$ cat src/rtl/kdft_pkg.sv
// Shared types and constants for the drag and fling tracker.
// Used by the front queue, the divider, the back sequencer and the top level.
// No dependencies.
`default_nettype none

package kdft_pkg;

   // event kinds as carried in the input tuser
   typedef enum logic [1:0] {
      KIND_PRESS   = 2'd0,
      KIND_MOVE    = 2'd1,
      KIND_RELEASE = 2'd2,
      KIND_TICK    = 2'd3
   } kind_type;

   // gesture mode as reported on the result channel
   typedef enum logic [1:0] {
      MODE_IDLE  = 2'd0,
      MODE_DRAG  = 2'd1,
      MODE_FLING = 2'd2
   } mode_type;

   // register indexes on the csr channel
   localparam logic [7:0] CSR_TAP_THR = 8'd0;
   localparam logic [7:0] CSR_DECEL   = 8'd1;

   localparam logic [23:0] TAP_THR_RESET = 24'd57;
   localparam logic [19:0] DECEL_RESET   = 20'd1049;
   // stop speed, 0.001 px/ms in 2^-20 px/ms
   localparam logic [19:0] STOP_SPEED    = 20'd1049;

   // divider dividend width: magnitude << 24 for a 2^31 speed
   localparam int QW     = 56;
   localparam int DIST_W = 39;

   // one queued event after classification
   typedef struct packed {
      kind_type           kind;
      logic signed [15:0] pos_x;
      logic signed [15:0] pos_y;
      logic [31:0]        time_ms;
   } item_type;

   // one result beat
   typedef struct packed {
      logic [31:0] dx;
      logic [31:0] dy;
      logic        step;
      logic        gstart;
      logic        tap;
      logic        fstop;
      mode_type    mode;
   } res_type;

   typedef struct packed {
      logic          start;
      logic [QW-1:0] dividend;
      logic [31:0]   divisor;
   } div_req_type;

   typedef struct packed {
      logic          done;
      logic [QW-1:0] quotient;
   } div_rsp_type;

endpackage

`default_nettype wire

$ cat src/rtl/kdft_div.sv
// Restoring divider, one quotient bit per cycle.
// Depends on kdft_pkg.
`default_nettype none

module kdft_div (
   input  wire                    clock,
   input  wire                    reset,
   input  kdft_pkg::div_req_type  div_req,
   output kdft_pkg::div_rsp_type  div_rsp
);

   localparam int QW   = kdft_pkg::QW;
   localparam int CNTW = $clog2(QW);

   logic            busy_ff, busy_in;
   logic            done_ff, done_in;
   logic [CNTW-1:0] cnt_ff, cnt_in;
   logic [31:0]     rem_ff, rem_in;
   logic [QW-1:0]   dvd_ff, dvd_in;
   logic [31:0]     dsr_ff, dsr_in;
   logic [32:0]     rem_sh;
   logic            fits;

   assign rem_sh = {rem_ff, dvd_ff[QW-1]};
   assign fits   = (rem_sh >= {1'b0, dsr_ff});

   // one shift-subtract step a cycle
   always_comb begin
      busy_in = busy_ff;
      done_in = 1'b0;
      cnt_in  = cnt_ff;
      rem_in  = rem_ff;
      dvd_in  = dvd_ff;
      dsr_in  = dsr_ff;
      if (div_req.start) begin
         busy_in = 1'b1;
         cnt_in  = '0;
         rem_in  = '0;
         dvd_in  = div_req.dividend;
         dsr_in  = div_req.divisor;
      end else if (busy_ff) begin
         rem_in = fits ? 32'(rem_sh - {1'b0, dsr_ff}) : rem_sh[31:0];
         dvd_in = {dvd_ff[QW-2:0], fits};
         cnt_in = cnt_ff + 1'b1;
         if (cnt_ff == CNTW'(QW - 1)) begin
            busy_in = 1'b0;
            done_in = 1'b1;
         end
      end
   end

   always_ff @(posedge clock) begin
      if (reset) begin
         busy_ff <= 1'b0;
         done_ff <= 1'b0;
         cnt_ff  <= '0;
      end else begin
         busy_ff <= busy_in;
         done_ff <= done_in;
         cnt_ff  <= cnt_in;
      end
   end

   always_ff @(posedge clock) begin
      rem_ff <= rem_in;
      dvd_ff <= dvd_in;
      dsr_ff <= dsr_in;
   end

   assign div_rsp.done     = done_ff;
   assign div_rsp.quotient = dvd_ff;

endmodule

`default_nettype wire

$ cat config.mk
export PLATFORM = sky130hd
export DESIGN_NAME = kdft_div
export DESIGN_NICKNAME = d
export VERILOG_FILES = /design/src/rtl/kdft_pkg.sv /design/src/rtl/kdft_div.sv
export SDC_FILE = /design/constraint.sdc
export NUM_CORES = 1
export LEC_CHECK = 0
export BUFFER_PORTS_ARGS = -buffer_cell sky130_fd_sc_hd__buf_2
export CELL_PAD_IN_SITES_DETAIL_PLACEMENT = 0
export CELL_PAD_IN_SITES_GLOBAL_PLACEMENT = 2
export CORE_MARGIN = 2
export CORE_UTILIZATION = 35
export DETAILED_ROUTE_END_ITERATION = 8
export MAX_ROUTING_LAYER = met4
export PLACE_DENSITY = 0.83
export SLEW_MARGIN = 15
export SYNTH_ARGS = -nofsm -noshare
export SYNTH_HDL_FRONTEND = slang
export SYNTH_SLANG_ARGS = --single-unit
$ cat constraint.sdc
create_clock -name clock -period 3.85 [get_ports clock]
set_input_delay 0 -clock clock [delete_from_list [all_inputs] [get_ports clock]]
set_output_delay 0 -clock clock [all_outputs]
set_load 0.02 [all_outputs]
==> metrics.md <==
| Metric | Value |
|---|---|
| Die X | 144 um |
| Clk root buf | clkbuf_16 |
| Area leader, netlist | edfxtp_1 |
| Clk pin slew, worst setup/hold paths | about 0.060 ns |
| Clock power frac | a little over a third |
| Post-Synthesis Cell Area | 6910 um2 |
| Worst stage delay on the critical path | 0.58 ns |
| Mapped Cells | 612 |
| H-Tree Depth | 4 |
| #FFs+latches synth | 128 |
| Post-Place Setup Slack | 0.684 ns |
| Final min period | 3.14 ns |
| ANT cells | 0 |
| Status | complete, no violations |
| Via density | 4.92 |
| Die Area | 20900 um2 |
| Gate power share | 23.1% |
| Max Freq | 318 MHz |
| Initial antenna violation count | 0 |
| Ys flop type | edfxtp_1 |
| Critical path class | register to register |
| Switch Pwr | ~1200 uW |
| Setup WS post-layout | 0.706 ns |
| Final hold violation count | 0 |
| # DRC | 0 |
| Power Internal | 2930 uW |
| First-pass DRT Iterations | 4 |
| Nets | 969 |
| Core ar. | 19400 um2 |
| Initial Utilization | 35.6% |
| Post-synth EDFFs | 88 |
| Peak VDD IR | about 0.00038 V |
| Grt ovf | 0 |
| Drt wl/cell | 15.7 um |
| Post-Route Setup TNS | 0 ns |
| Count of input and output buffers | 147 |
| Cell with the most instances after synthesis | edfxtp_1 |
| RD Place Congestion | around 0.8 |
| Dpl hpwl | 11600 um |
| Post-synth top area share | 38.3% |
| Clock latency on the worst-skew pair | approximately 0.42 ns |
| Hold Path Origin | reset |
| Number of global-route vias before repair | 5828 |
| Max FO, Critical Path | 30 |
| RR Startpoint | dsr_ff[16] |
| Die height | roughly 140 um |
| Layout cells sized above 1 | ~29% |
| Post CTS Setup Buffer Count | 0 |
| Async SR Flop Fraction | 0% |
| RSZ-0062 raised after global routing | false |
| DR vias | 5505 |
| Layer with the highest usage | met2 |
| CTS tree | built |
| Sequential share of power | a little over 40% |
| CP cell instances | inv_1 -> ha_1 -> and4_1 -> and4_1 -> nand4_1 -> nor3_2 -> nor3_4 -> nor3_4 -> a31o_4 -> mux2i_1 -> a211oi_1 |
| Pin count of the biggest net entering global routing | 126 |
| Syn_area_per_cell | around 11 um2 |
| Cts bufs inserted | 17 |
| Rows | 51 |
| HP Class | primary input to register |
| First-pass GRT wire length | 28800 um |
| Final Max Slew Viols | 0 |
| Post-route ant nets | 0 |
| Data required, critical path | ~4.2 ns |
| Grt met3 use | around 5.1% |
| Global-route met1 utilization | 23.0% |
| Clk buf depth | 2 |
| Iter 0 DRT Violations | between 300 and 400 |
| Clk sinks | 128 |
| Area growth syn-to-layout | 34.9% |
| Synthesis Warnings | 0 |
| All-layer global routing usage | 18.1% |
| Syn_nets | 737 |
| Post-synth top cells | edfxtp_1, mux2_2, nor2_1 |
| Synth top area cells | edfxtp_1, dfxtp_1, mux2_2, ha_1, mux2i_1 |
| Crit share post-route | about four fifths |
| Critical path's slowest cell | a31o_4 |
| Power density over cell area | 447 nW/um2 |
| Yosys cell types | a little over 60 |
| Slew HR | 35.2% |
| Switching Fraction | 29.6% |
| Io pins | 148 |
| Critical Path Source Type | register |
| Met2 usage | 28.5% |
| Crit path DAT | around 3.5 ns |
| Final number of setup-violating endpoints | 0 |
| Final Routed Wirelength | 17600 um |
| MaxCap Viol Count | 0 |
| Fin Clk Skew | 0.0167 ns |
| LEAKAGE | just under 0.004 uW |
| Slew @ Worst Pin | 0.972 ns |
| Register area share after synthesis | between 40% and 50% |
| Crit path from | dsr_ff[16] |
| Crit path capture type | register |
[state kept, by name, summed over array words and instances (netlist names)]
name	count
done_ff	1
dsr_ff	32
rem_ff	32
busy_ff	1
cnt_ff	6
dvd_ff	56
[final timing paths]
kind                     end  slack (ns)  cells after the start
setup / recovery  rem_ff[25]        0.71                     11
hold / removal       busy_ff        0.28                      3
setup reg to reg  rem_ff[25]        0.71                     11
hold reg to reg    rem_ff[4]        0.50                      2
[timing repair]
item,in CTS,in global routing
gates resized for setup,0,0
hold buffers,90,0
hold endpoints to repair,98,0
[layout make-up]
cell class	count	area, um2
Fill cell	1805	10100
Sequential cell	128	3440
Multi-Input combinational cell	412	3160
Timing Repair Buffer	239	1670
Clock buffer	17	425
Tap cell	265	332
Inverter	46	174
Clock inverter	13	119
[through the flow]
| stage | cell area, um2 | hold slack [ns] | util (%) | std cells | power [uW] |
|---|---|---|---|---|---|
| after floorplan | 6910 | 0.0724 | - | 612 | 2350 |
| after global placement | 7870 | 0.172 | 40.6 | 1000 | 2590 |
| after detailed placement | 7870 | 0.175 | 40.6 | 1000 | 2600 |
| after CTS | 9320 | 0.266 | 48.0 | 1120 | 4200 |
| after global routing | 9320 | 0.263 | 48.0 | 1120 | 4370 |
| final | 9320 | 0.281 | 48.0 | 1120 | 4160 |
[cells by family after synthesis]
kind of cell               share of synthesized area, %
AOI/OAI and AO/OA                                  12.9
and+or+nand+nor                                    9.51
DFF                                                49.9
muxes                                              13.0
buffers and inverters                              4.44
adders and majority gates                          6.27
xor gates and xnor gates                           4.06
[worst max-delay path: cells and delay by family, from the launching register on]
kind | cells | cell delay (ns)
buffers and inverters | 1 | 0.04
adder cells (fa/ha/maj) | 1 | 0.44
flip-flops | 1 | 0.32
multiplexers | 1 | 0.19
AO/OA/AOI/OAI | 2 | 0.86
AND/OR/NAND/NOR | 6 | 1.19
[power groups by stage]
stage	Sequential [uW]	Clock, uW	Combinational (uW)
global placement	1710	0	882
finish	1690	1510	963
detailed placement	1710	0	892
global route	1700	1600	1060
floorplan	1780	0	578
CTS	1690	1550	966
[placed cells by master (no fill, tap or decap), types with 3 or more instances in the layout]
| cell type | n |
|---|---|
| dfxtp_1 | 39 |
| xor2_1 | 15 |
| nor2b_1 | 3 |
| o21bai_1 | 5 |
| ha_1 | 33 |
| nand2_1 | 30 |
| inv_1 | 45 |
| buf_2 | 146 |
| xnor2_1 | 17 |
| nor4_1 | 3 |
| a211oi_1 | 24 |
| nor2_1 | 52 |
| o21a_1 | 5 |
| a21o_1 | 11 |
| nand4_1 | 7 |
| a21oi_1 | 34 |
| nand3_1 | 6 |
| edfxtp_1 | 88 |
| and4_1 | 3 |
| mux2_2 | 56 |
| a31oi_1 | 5 |
| o31ai_1 | 4 |
| clkinv_2 | 3 |
| nand2b_1 | 4 |
| a31o_2 | 3 |
| mux2i_1 | 25 |
| nor3b_1 | 4 |
| o21ai_0 | 20 |
| clkinvlp_4 | 3 |
| nor3_1 | 4 |
| clkbuf_16 | 17 |
| clkinv_4 | 5 |
| dlygate4sd3_1 | 90 |
[metal layers]
| metal | vias up | wire (um) |
|---|---|---|
| li1 | 2723 | - |
| met1 | 2591 | 8160 |
| met2 | 177 | 8230 |
| met3 | 14 | 959 |
| met4 | 0 | 231 |
| met5 | - | 0 |
Note: power is estimated with default switching activity, not from simulation.
