==> config.mk <==
export PLATFORM = sky130hd
export DESIGN_NAME = kdft_front
export DESIGN_NICKNAME = d
export VERILOG_FILES = /design/src/rtl/kdft_pkg.sv /design/src/rtl/kdft_front.sv
export SDC_FILE = /design/constraint.sdc
export NUM_CORES = 1
export LEC_CHECK = 0
export BUFFER_PORTS_ARGS = -buffer_cell sky130_fd_sc_hd__buf_2
export CORE_MARGIN = 2
export CORE_UTILIZATION = 56
export CTS_BUF_LIST = sky130_fd_sc_hd__clkbuf_8 sky130_fd_sc_hd__clkbuf_16
export DETAILED_ROUTE_END_ITERATION = 10
export PLACE_DENSITY = 0.94
export SLEW_MARGIN = 40
export SYNTH_ARGS = -nofsm -noshare
export SYNTH_HDL_FRONTEND = slang
export SYNTH_SLANG_ARGS = --single-unit
==> constraint.sdc <==
create_clock -name clock -period 6 [get_ports clock]
set_clock_uncertainty 0.15 [all_clocks]
set_input_delay 0.3 -clock clock [delete_from_list [all_inputs] [get_ports clock]]
set_output_delay 0.3 -clock clock [all_outputs]
set_load 0.05 [all_outputs]
==> src/rtl/kdft_pkg.sv <==
// Shared types and constants for the drag and fling tracker.
// Used by the front queue, the divider, the back sequencer and the top level.
// No dependencies.
`default_nettype none

package kdft_pkg;

   // event kinds as carried in the input tuser
   typedef enum logic [1:0] {
      KIND_PRESS   = 2'd0,
      KIND_MOVE    = 2'd1,
      KIND_RELEASE = 2'd2,
      KIND_TICK    = 2'd3
   } kind_type;

   // gesture mode as reported on the result channel
   typedef enum logic [1:0] {
      MODE_IDLE  = 2'd0,
      MODE_DRAG  = 2'd1,
      MODE_FLING = 2'd2
   } mode_type;

   // register indexes on the csr channel
   localparam logic [7:0] CSR_TAP_THR = 8'd0;
   localparam logic [7:0] CSR_DECEL   = 8'd1;

   localparam logic [23:0] TAP_THR_RESET = 24'd57;
   localparam logic [19:0] DECEL_RESET   = 20'd1049;
   // stop speed, 0.001 px/ms in 2^-20 px/ms
   localparam logic [19:0] STOP_SPEED    = 20'd1049;

   // divider dividend width: magnitude << 24 for a 2^31 speed
   localparam int QW     = 56;
   localparam int DIST_W = 39;

   // one queued event after classification
   typedef struct packed {
      kind_type           kind;
      logic signed [15:0] pos_x;
      logic signed [15:0] pos_y;
      logic [31:0]        time_ms;
   } item_type;

   // one result beat
   typedef struct packed {
      logic [31:0] dx;
      logic [31:0] dy;
      logic        step;
      logic        gstart;
      logic        tap;
      logic        fstop;
      mode_type    mode;
   } res_type;

   typedef struct packed {
      logic          start;
      logic [QW-1:0] dividend;
      logic [31:0]   divisor;
   } div_req_type;

   typedef struct packed {
      logic          done;
      logic [QW-1:0] quotient;
   } div_rsp_type;

endpackage

`default_nettype wire

==> src/rtl/kdft_front.sv <==
// Input side: takes event beats, classifies them and queues them.
// Depends on kdft_pkg.
`default_nettype none

module kdft_front (
   input  wire                  clock,
   input  wire                  reset,
   input  wire                  req_tvalid,
   output logic                 req_tready,
   input  wire  [63:0]          req_tdata,   // pos_x[15:0], pos_y[31:16], time_ms[63:32]
   input  wire  [1:0]           req_tuser,   // func[1:0]
   output logic                 q_valid,
   input  wire                  q_ready,
   output kdft_pkg::item_type   q_item
);

   kdft_pkg::item_type mem_ff [2];
   logic               wr_ptr_ff, wr_ptr_in;
   logic               rd_ptr_ff, rd_ptr_in;
   logic [1:0]         count_ff, count_in;
   kdft_pkg::item_type item;
   logic               push, pop;

   // classify the incoming beat
   always_comb begin
      item.kind    = kdft_pkg::kind_type'(req_tuser[1:0]);
      item.pos_x   = req_tdata[15:0];
      item.pos_y   = req_tdata[31:16];
      item.time_ms = req_tdata[63:32];
   end

   assign req_tready = (count_ff != 2'd2);
   assign q_valid    = (count_ff != 2'd0);
   assign q_item     = mem_ff[rd_ptr_ff];
   assign push       = req_tvalid & req_tready;
   assign pop        = q_valid & q_ready;

   // pointers and fill level
   always_comb begin
      wr_ptr_in = push ? ~wr_ptr_ff : wr_ptr_ff;
      rd_ptr_in = pop ? ~rd_ptr_ff : rd_ptr_ff;
      count_in  = count_ff;
      if (push && !pop) begin
         count_in = count_ff + 2'd1;
      end else if (pop && !push) begin
         count_in = count_ff - 2'd1;
      end
   end

   always_ff @(posedge clock) begin
      if (reset) begin
         wr_ptr_ff <= 1'b0;
         rd_ptr_ff <= 1'b0;
         count_ff  <= 2'd0;
      end else begin
         wr_ptr_ff <= wr_ptr_in;
         rd_ptr_ff <= rd_ptr_in;
         count_ff  <= count_in;
      end
   end

   always_ff @(posedge clock) begin
      if (push) begin
         mem_ff[wr_ptr_ff] <= item;
      end
   end

endmodule

`default_nettype wire

==> metrics.md, run 1 <==
| Metric | Value |
|---|---|
| Library cells used by synthesis | `19` |
| Met2 Usage GRT | `0.418` |
| Share of cells above drive strength 1 | `0.525` |
| Largest net degree at the start of global routing | `between 60 and 70` |
| Post-synth EDFFs | `132` |
| Drt first pass iters | `4` |
| Final WS setup | `3.14 ns` |
| Worst Hold End | `rd_ptr_ff$_SDFFE_PP0P_` |
| Post_cts resized | `0` |
| Hold path start | `q_ready` |
| Area contributors post-synth | `edfxtp_1 (79%), mux2_2 (15%), dfxtp_1 (2.0%)` |
| CTS Root Buffer Type | `clkbuf_8` |
| Actual slew at the worst max-slew pin | `roughly 0.75 ns` |
| H-tree depth | `4` |
| # rows | `34` |
| FF-to-FF End | `mem_ff[1][34]$_DFFE_PP_` |
| Routability cong. | `about 0.70` |
| Sequential area share after synthesis | `0.814` |
| Via/cell ratio | `approximately 5` |
| Netlist Area Pre-Place | `roughly 5000 µm²` |
| DR vias | `2910` |
| Grt ovf | `0` |
| Post-synthesis area per instance | `21.8 µm²` |
| # IOs | `138` |
| GR Util met1 | `0.255` |
| Crit Reg-Reg Startpoint | `count_ff[0]$_SDFFE_PP0P_` |
| R2R Setup Slk | `3.60 ns` |
| Setup CP Type | `reg -> out` |
| Startpoint Class | `flip-flop` |
| Ys flop type | `edfxtp_1` |
| Syn. warnings | `0` |
| Number of clock buffers inserted by TritonCTS | `17` |
| Die X | `98.4 µm` |
| Synth Register Bits | `137` |
| Hold_ws | `approximately 0.094 ns` |
| PortBufs | `137` |
| Reg2reg path depth | `3` |
| Clk Latency, worst-skew pair | `0.50 ns` |
| Syn nets | `300` |
| Min Tclk post-route | `around 2.9 ns` |
| Core area | `between 8000 and 9000 µm²` |
| Hold Path Stages | `4` |
| First-pass GRT wire length | `16300 µm` |
| Clock slew seen by the registers of the worst setup and hold paths | `0.06 ns` |
| Clock sinks | `137` |
| Syn-to-layout area delta | `42.0%` |
| Worst endpoint required time | `5.55 ns` |
| Ys async rst share | `0` |
| Max-slew violation count | `0` |
| Crit-path cells | `buf_4 > mux2_2 > buf_2` |
| Die ar. | `9690 µm²` |
| All-layer global routing usage | `0.226` |
| Count of final setup violators | `0` |
| Area fraction of the dominant cell type after synthesis | `0.794` |
| Simple-Gate Fraction of Synth Area | `0.0100` |
| Crit path largest cell delay | `between 0.6 and 0.7 ns` |
| Compound-Gate Fraction of Synth Area | `0.00602` |
| Initial antenna violation count | `0` |
| Max-Cap Viols | `0` |
| Total wire length | `about 11000 µm` |
| Pre-CTS setup slack | `around 3.6 ns` |
| Vias in the first global route | `around 3200` |
| Synth Area in Adders | `0.00251` |
| CTS tree | `done` |
| Final HPWL DP | `5420 µm` |
| Initial Util | `0.575` |
| Worst VDD drop | `between 200 and 300 µV` |
| CTS Buffer Depth | `2` |
| Detail Route Antenna Nets | `0` |
| Max FO, Critical Path | `46` |
| Synth cell count leaders | `edfxtp_1 (132), mux2_2 (66), dfxtp_1 (5), buf_6 (4)` |
| DIE HEIGHT | `slightly below 100 µm` |
| Pleak | `0.00272 µW` |
| DR DRC count | `0` |
| Dominant cell type by area after synthesis | `edfxtp_1` |
| Relative slew slack | `0.501` |
| Pwr Density | `485 nW/µm²` |
| Gr busiest metal | `met2` |
| Layout Nets | `520` |
| Antenna fix cells | `0` |
| Gate count after technology mapping | `229` |
| Synth Area in XOR/XNOR | `0.00526` |
| Mux share of post-synthesis cell area | `0.149` |
| Main combinational cell family by area after synthesis | `multiplexers` |
| CP Data Arrival Time | `2.41 ns` |
| Most common cell in the synthesized netlist | `edfxtp_1` |
| Max Freq | `approximately 350 MHz` |
| M3 GR Usage | `0.0702` |
| Crit. End Element | `output port` |
| Total power | `around 3400 µW` |
| Status | `finished clean` |
| DR WL/cell | `18.6 µm` |
| Final hold violation count | `0` |
| Crit-path slowest cell | `dfxtp_2` |
| Crit share post-route | `0.477` |
| Min-delay worst type | `in -> reg` |
| Setup TNS | `0 ns` |
| RSZ-0062 raised after global routing | `false` |
| Starting DRT DRC Count | `137` |
-- through the flow --
step	std cells	util	area, µm²
floorplan	229	-	4990
global placement	470	0.666	5780
detailed placement	470	0.666	5780
CTS	569	0.817	7090
global route	569	0.817	7090
finish	569	0.817	7090
-- final cells by class --
class	count	area, µm²
fillers	419	1590
clock inverters	14	216
inverters	1	3.75
multi-input cells	84	863
repair buffers	208	1390
well taps	108	135
flip-flops and latches	137	4070
clock buffers	17	414
-- power breakdown --
group | leakage [µW] | internal [µW] | total [µW] | switching [µW]
clock network | 0.000309 | 718 | 1100 | 385
logic | 0.00114 | 315 | 1080 | 768
registers | 0.00127 | 1200 | 1250 | 52.5
total | 0.00272 | 2230 | 3440 | 1210
-- worst max path at each step --
stage,endpoint,cells after the start,startpoint,slack (ns)
2_1_floorplan,mem_ff[1][0]$_DFFE_PP_,2,count_ff[0]$_SDFFE_PP0P_,2.84
3_3_place_gp,mem_ff[1][47]$_DFFE_PP_,3,count_ff[0]$_SDFFE_PP0P_,3.68
3_5_place_dp,mem_ff[1][27]$_DFFE_PP_,3,count_ff[0]$_SDFFE_PP0P_,3.59
4_1_cts,q_item[46],3,flip-flop,3.10
5_1_grt,q_item[6],3,flip-flop,3.00
6_report,q_item[1],3,flip-flop,3.14
-- registers in the layout, summed over array words and instances (netlist names), named ones only --
signal	cells
count_ff	2
mem_ff	132
rd_ptr_ff	1
wr_ptr_ff	1
-- metal layers --
layer  share of wire  up-vias
li1                -     1350
met1            0.37     1417
met2            0.56      133
met3           0.062       10
met4          0.0087        0
met5               0        -
-- cell usage in the layout, fill, tap and decap left out, types with 2 or more instances in the layout --
master / instances
dlygate4sd3_1: 68
clkinv_2: 3
inv_6: 4
buf_4: 2
xor2_1: 3
dfxtp_1: 4
o21ai_0: 2
bufinv_16: 5
clkbuf_16: 16
buf_2: 137
mux2_2: 66
a21oi_1: 2
nor2_1: 3
edfxtp_1: 132
-- what timing repair did --
action,4_1_cts,5_1_grt
hold endpoints to repair,137,0
endpoints found under the setup margin,0,0
buffers inserted,0,0
hold buffers,68,0
-- logic make-up after synthesis --
family / count (synthesis)
xor+xnor: 3
buf+inv: 8
fa+ha+maj: 1
flops: 137
mux: 66
simple gates: 9
compound gates: 5
-- critical path: cells and delay by family, from the launching register on --
family | cells | cell delay [ns]
flops | 1 | 0.64
buf+inv | 2 | 0.79
mux | 1 | 0.42
Power figures use the tool's default switching activity.
==> inputs of run 2 (changes only) <==
--- a/config.mk
+++ b/config.mk
@@ -7,10 +7,10 @@
 export LEC_CHECK = 0
 export BUFFER_PORTS_ARGS = -buffer_cell sky130_fd_sc_hd__buf_2
 export CORE_MARGIN = 2
-export CORE_UTILIZATION = 56
+export CORE_UTILIZATION = 47
 export CTS_BUF_LIST = sky130_fd_sc_hd__clkbuf_8 sky130_fd_sc_hd__clkbuf_16
 export DETAILED_ROUTE_END_ITERATION = 10
-export PLACE_DENSITY = 0.94
+export PLACE_DENSITY = 0.85
 export SLEW_MARGIN = 40
 export SYNTH_ARGS = -nofsm -noshare
 export SYNTH_HDL_FRONTEND = slang
==> constraint.sdc (replaced) <==
create_clock -name clock -period 2.4 [get_ports clock]
set_clock_uncertainty 0.15 [all_clocks]
set_input_delay 0.12 -clock clock [delete_from_list [all_inputs] [get_ports clock]]
set_output_delay 0.12 -clock clock [all_outputs]
set_load 0.05 [all_outputs]
==> run 2 against run 1 <==
Against the previous run: clock power rose by 130%; worst hold slack better by 0.092 ns; cell area up 0.46%; critical endpoint is now q_item[21].
==> metrics.md, run 2 (same netlist as run 1, synthesis figures left out) <==
| Metric | Value |
|---|---|
| Status | `finished clean` |
| Post_cts resized | `0 (unchanged)` |
| R2R Setup Slk | `0.52 ns (-3.08 ns)` |
| Pre-CTS setup slack | `0.634 ns (-2.96 ns)` |
| Relative slew slack | `0.682 (+0.181)` |
| Most frequent cells in the layout | `buf_2 (137), edfxtp_1 (132), dlygate4sd3_1 (70)` |
| Finished Cell Area | `7120 µm² (+0.46%)` |
| H-tree depth | `4 (unchanged)` |
| Final WS setup | `0.329 ns (-2.81 ns)` |
| Crit. End Element | `output port` |
| Drt first pass iters | `4 (unchanged)` |
| Via/cell ratio | `4.88 (-4.7%)` |
| Combinational Power Share | `0.334 (+0.019)` |
| Max Freq | `483 MHz` |
| Crit Reg-Reg Startpoint | `count_ff[1]$_SDFFE_PP0P_` |
| Final hold violation count | `0 (unchanged)` |
| Pleak | `0.00271 µW (-0.58%)` |
| Setup CP Type | `reg -> out` |
| Starting DRT DRC Count | `87 (-36%)` |
| Worst setup endpoint | `q_item[21]` |
| Grt ovf | `0 (unchanged)` |
| Startpoint Class | `flip-flop` |
| Final HPWL DP | `5490 µm (+1.4%)` |
| Min Tclk post-route | `approximately 2.1 ns` |
| Total wire length | `9730 µm (-8.3%)` |
| CTS Root Buffer Type | `clkbuf_8` |
| Routability cong. | `0.680 (-2.7%)` |
| Met2 Usage GRT | `0.303 (-0.115)` |
| All-layer global routing usage | `0.172 (-0.0548)` |
| Max reg flops | `132 (unchanged)` |
| Largest regs | `mem_ff (132), count_ff (2)` |
| DR DRC count | `0 (unchanged)` |
| Crit share post-route | `0.863` |
| Max-slew violation count | `0 (unchanged)` |
| CTS Buffer Depth | `2 (unchanged)` |
| Detail Route Antenna Nets | `0 (unchanged)` |
| Max-Cap Viols | `0 (unchanged)` |
| RSZ-0062 raised after global routing | `false` |
| Internal power | `5380 µW (+140%)` |
| Switching power | `2980 µW (+150%)` |
| Sequential power share | `0.369 (+0.005)` |
| Antenna fix cells | `0 (unchanged)` |
| # rows | `37 (+8.8%)` |
| Clock slew seen by the registers of the worst setup and hold paths | `0.06 ns (about the same)` |
| Part of the power in the clock network | `0.297 (-0.024)` |
| Clock sinks | `137 (unchanged)` |
| Gr busiest metal | `met2` |
| M3 GR Usage | `0.0505 (-0.0198)` |
| Hold_ws | `0.185 ns (+0.0916 ns)` |
| CTS tree | `done` |
| DIE HEIGHT | `107 µm (+8.8%)` |
| Worst endpoint required time | `2.13 ns (-3.42 ns)` |
| Count of final setup violators | `0 (unchanged)` |
| DR WL/cell | `16.2 µm (-13%)` |
| # IOs | `138 (unchanged)` |
| DR vias | `2930 (+0.69%)` |
| Commonest non-fill, non-tap cell in the layout | `buf_2` |
| Vias in the first global route | `3091 (-2.2%)` |
| Min-delay worst type | `in -> reg` |
| Actual slew at the worst max-slew pin | `0.477 ns (-0.271 ns)` |
| Number of clock buffers inserted by TritonCTS | `17 (unchanged)` |
| Max FO, Critical Path | `66 (+43%)` |
| Share of cells above drive strength 1 | `0.520 (-0.00452)` |
| Die ar. | `11500 µm² (+18%)` |
| Switch share | `0.356 (+0.00530)` |
| Clk Latency, worst-skew pair | `0.50 ns (about the same)` |
| Layout Nets | `524 (+0.77%)` |
| Initial antenna violation count | `0 (unchanged)` |
| Die X | `107 µm (+8.8%)` |
| Most flop-heavy register | `mem_ff` |
| PortBufs | `137 (unchanged)` |
| Syn-to-layout area delta | `42.7%` |
| Setup TNS | `0 ns (unchanged)` |
| Total power | `8360 µW (+140%)` |
| Post-DP Area | `5850 µm² (+1.3%)` |
| Initial Util | `0.484 (-0.0917)` |
| Largest net degree at the start of global routing | `67 (unchanged)` |
| Core area | `10300 µm² (+19%)` |
| GR Util met1 | `0.189 (-0.0659)` |
| Pwr Density | `1170 nW/µm² (+140%)` |
| Worst VDD drop | `786 µV (+160%)` |
| First-pass GRT wire length | `14500 µm (-11%)` |
| Postcts setup bufs | `0 (unchanged)` |
| CP Data Arrival Time | `1.80 ns (-0.61 ns)` |
| Reg2reg path depth | `4 (+1)` |
## run 2: cell types whose count changed in the layout (fill, tap and decap cells not counted), sizes merged
cell,delta
clkinvlp,+3
inv,-4
dlygate4sd3,+2
clkinv,+3
buf,+2
bufinv,-2
## run 2: layout make-up
type | count | area, µm²
fillers | 639 | 3200
repair buffers | 212 | 1440
clock buffers | 17 | 414
inverters | 1 | 7.51
clock inverters | 14 | 156
flip-flops and latches | 137 | 4070
well taps | 136 | 170
multi-input cells | 84 | 871
## run 2: how the worst min path moves through the flow
stage               depth (start not counted)                       end          start
finish                                      2   mem_ff[1][27]$_DFFE_PP_  req_tdata[59]
global route                                2   mem_ff[0][53]$_DFFE_PP_   req_tdata[5]
CTS                                         2    mem_ff[0][3]$_DFFE_PP_  req_tdata[35]
detailed placement                          1   mem_ff[1][36]$_DFFE_PP_  req_tdata[20]
global placement                            1   mem_ff[0][53]$_DFFE_PP_   req_tdata[5]
floorplan                                   1  count_ff[1]$_SDFFE_PP0P_          reset
## run 2: worst max-delay path, stage by stage (launching register included)
cell and delay [ns]:
dfxtp_4 0.35, buf_12 0.33, mux2_2 0.39, buf_2 0.21
## run 2: timing repair
action / in CTS / in global routing
endpoints found under the hold margin: 137 / 0
hold buffers: 70 / 0
endpoints found under the setup margin: 0 / 0
## run 2: metal layers
metal	vias to the layer above	part of all wire
met4	0	0.020
met3	19	0.048
li1	1352	-
met1	1453	0.39
met2	106	0.54
met5	-	0
## run 2: per-stage QoR
step | instances | util
3_3_place_gp | 500 | 0.567
5_1_grt | 601 | 0.690
4_1_cts | 601 | 0.690
2_1_floorplan | 229 | -
6_report | 601 | 0.690
3_5_place_dp | 500 | 0.567
## run 2: power by group through the flow
stage / sequential, µW / combinational [µW] / clock, µW
finish: 3080 / 2790 / 2480
global placement: 3110 / 2660 / 0
detailed placement: 3130 / 2690 / 0
CTS: 3090 / 2800 / 2530
global route: 3110 / 2910 / 2630
floorplan: 3100 / 2170 / 0
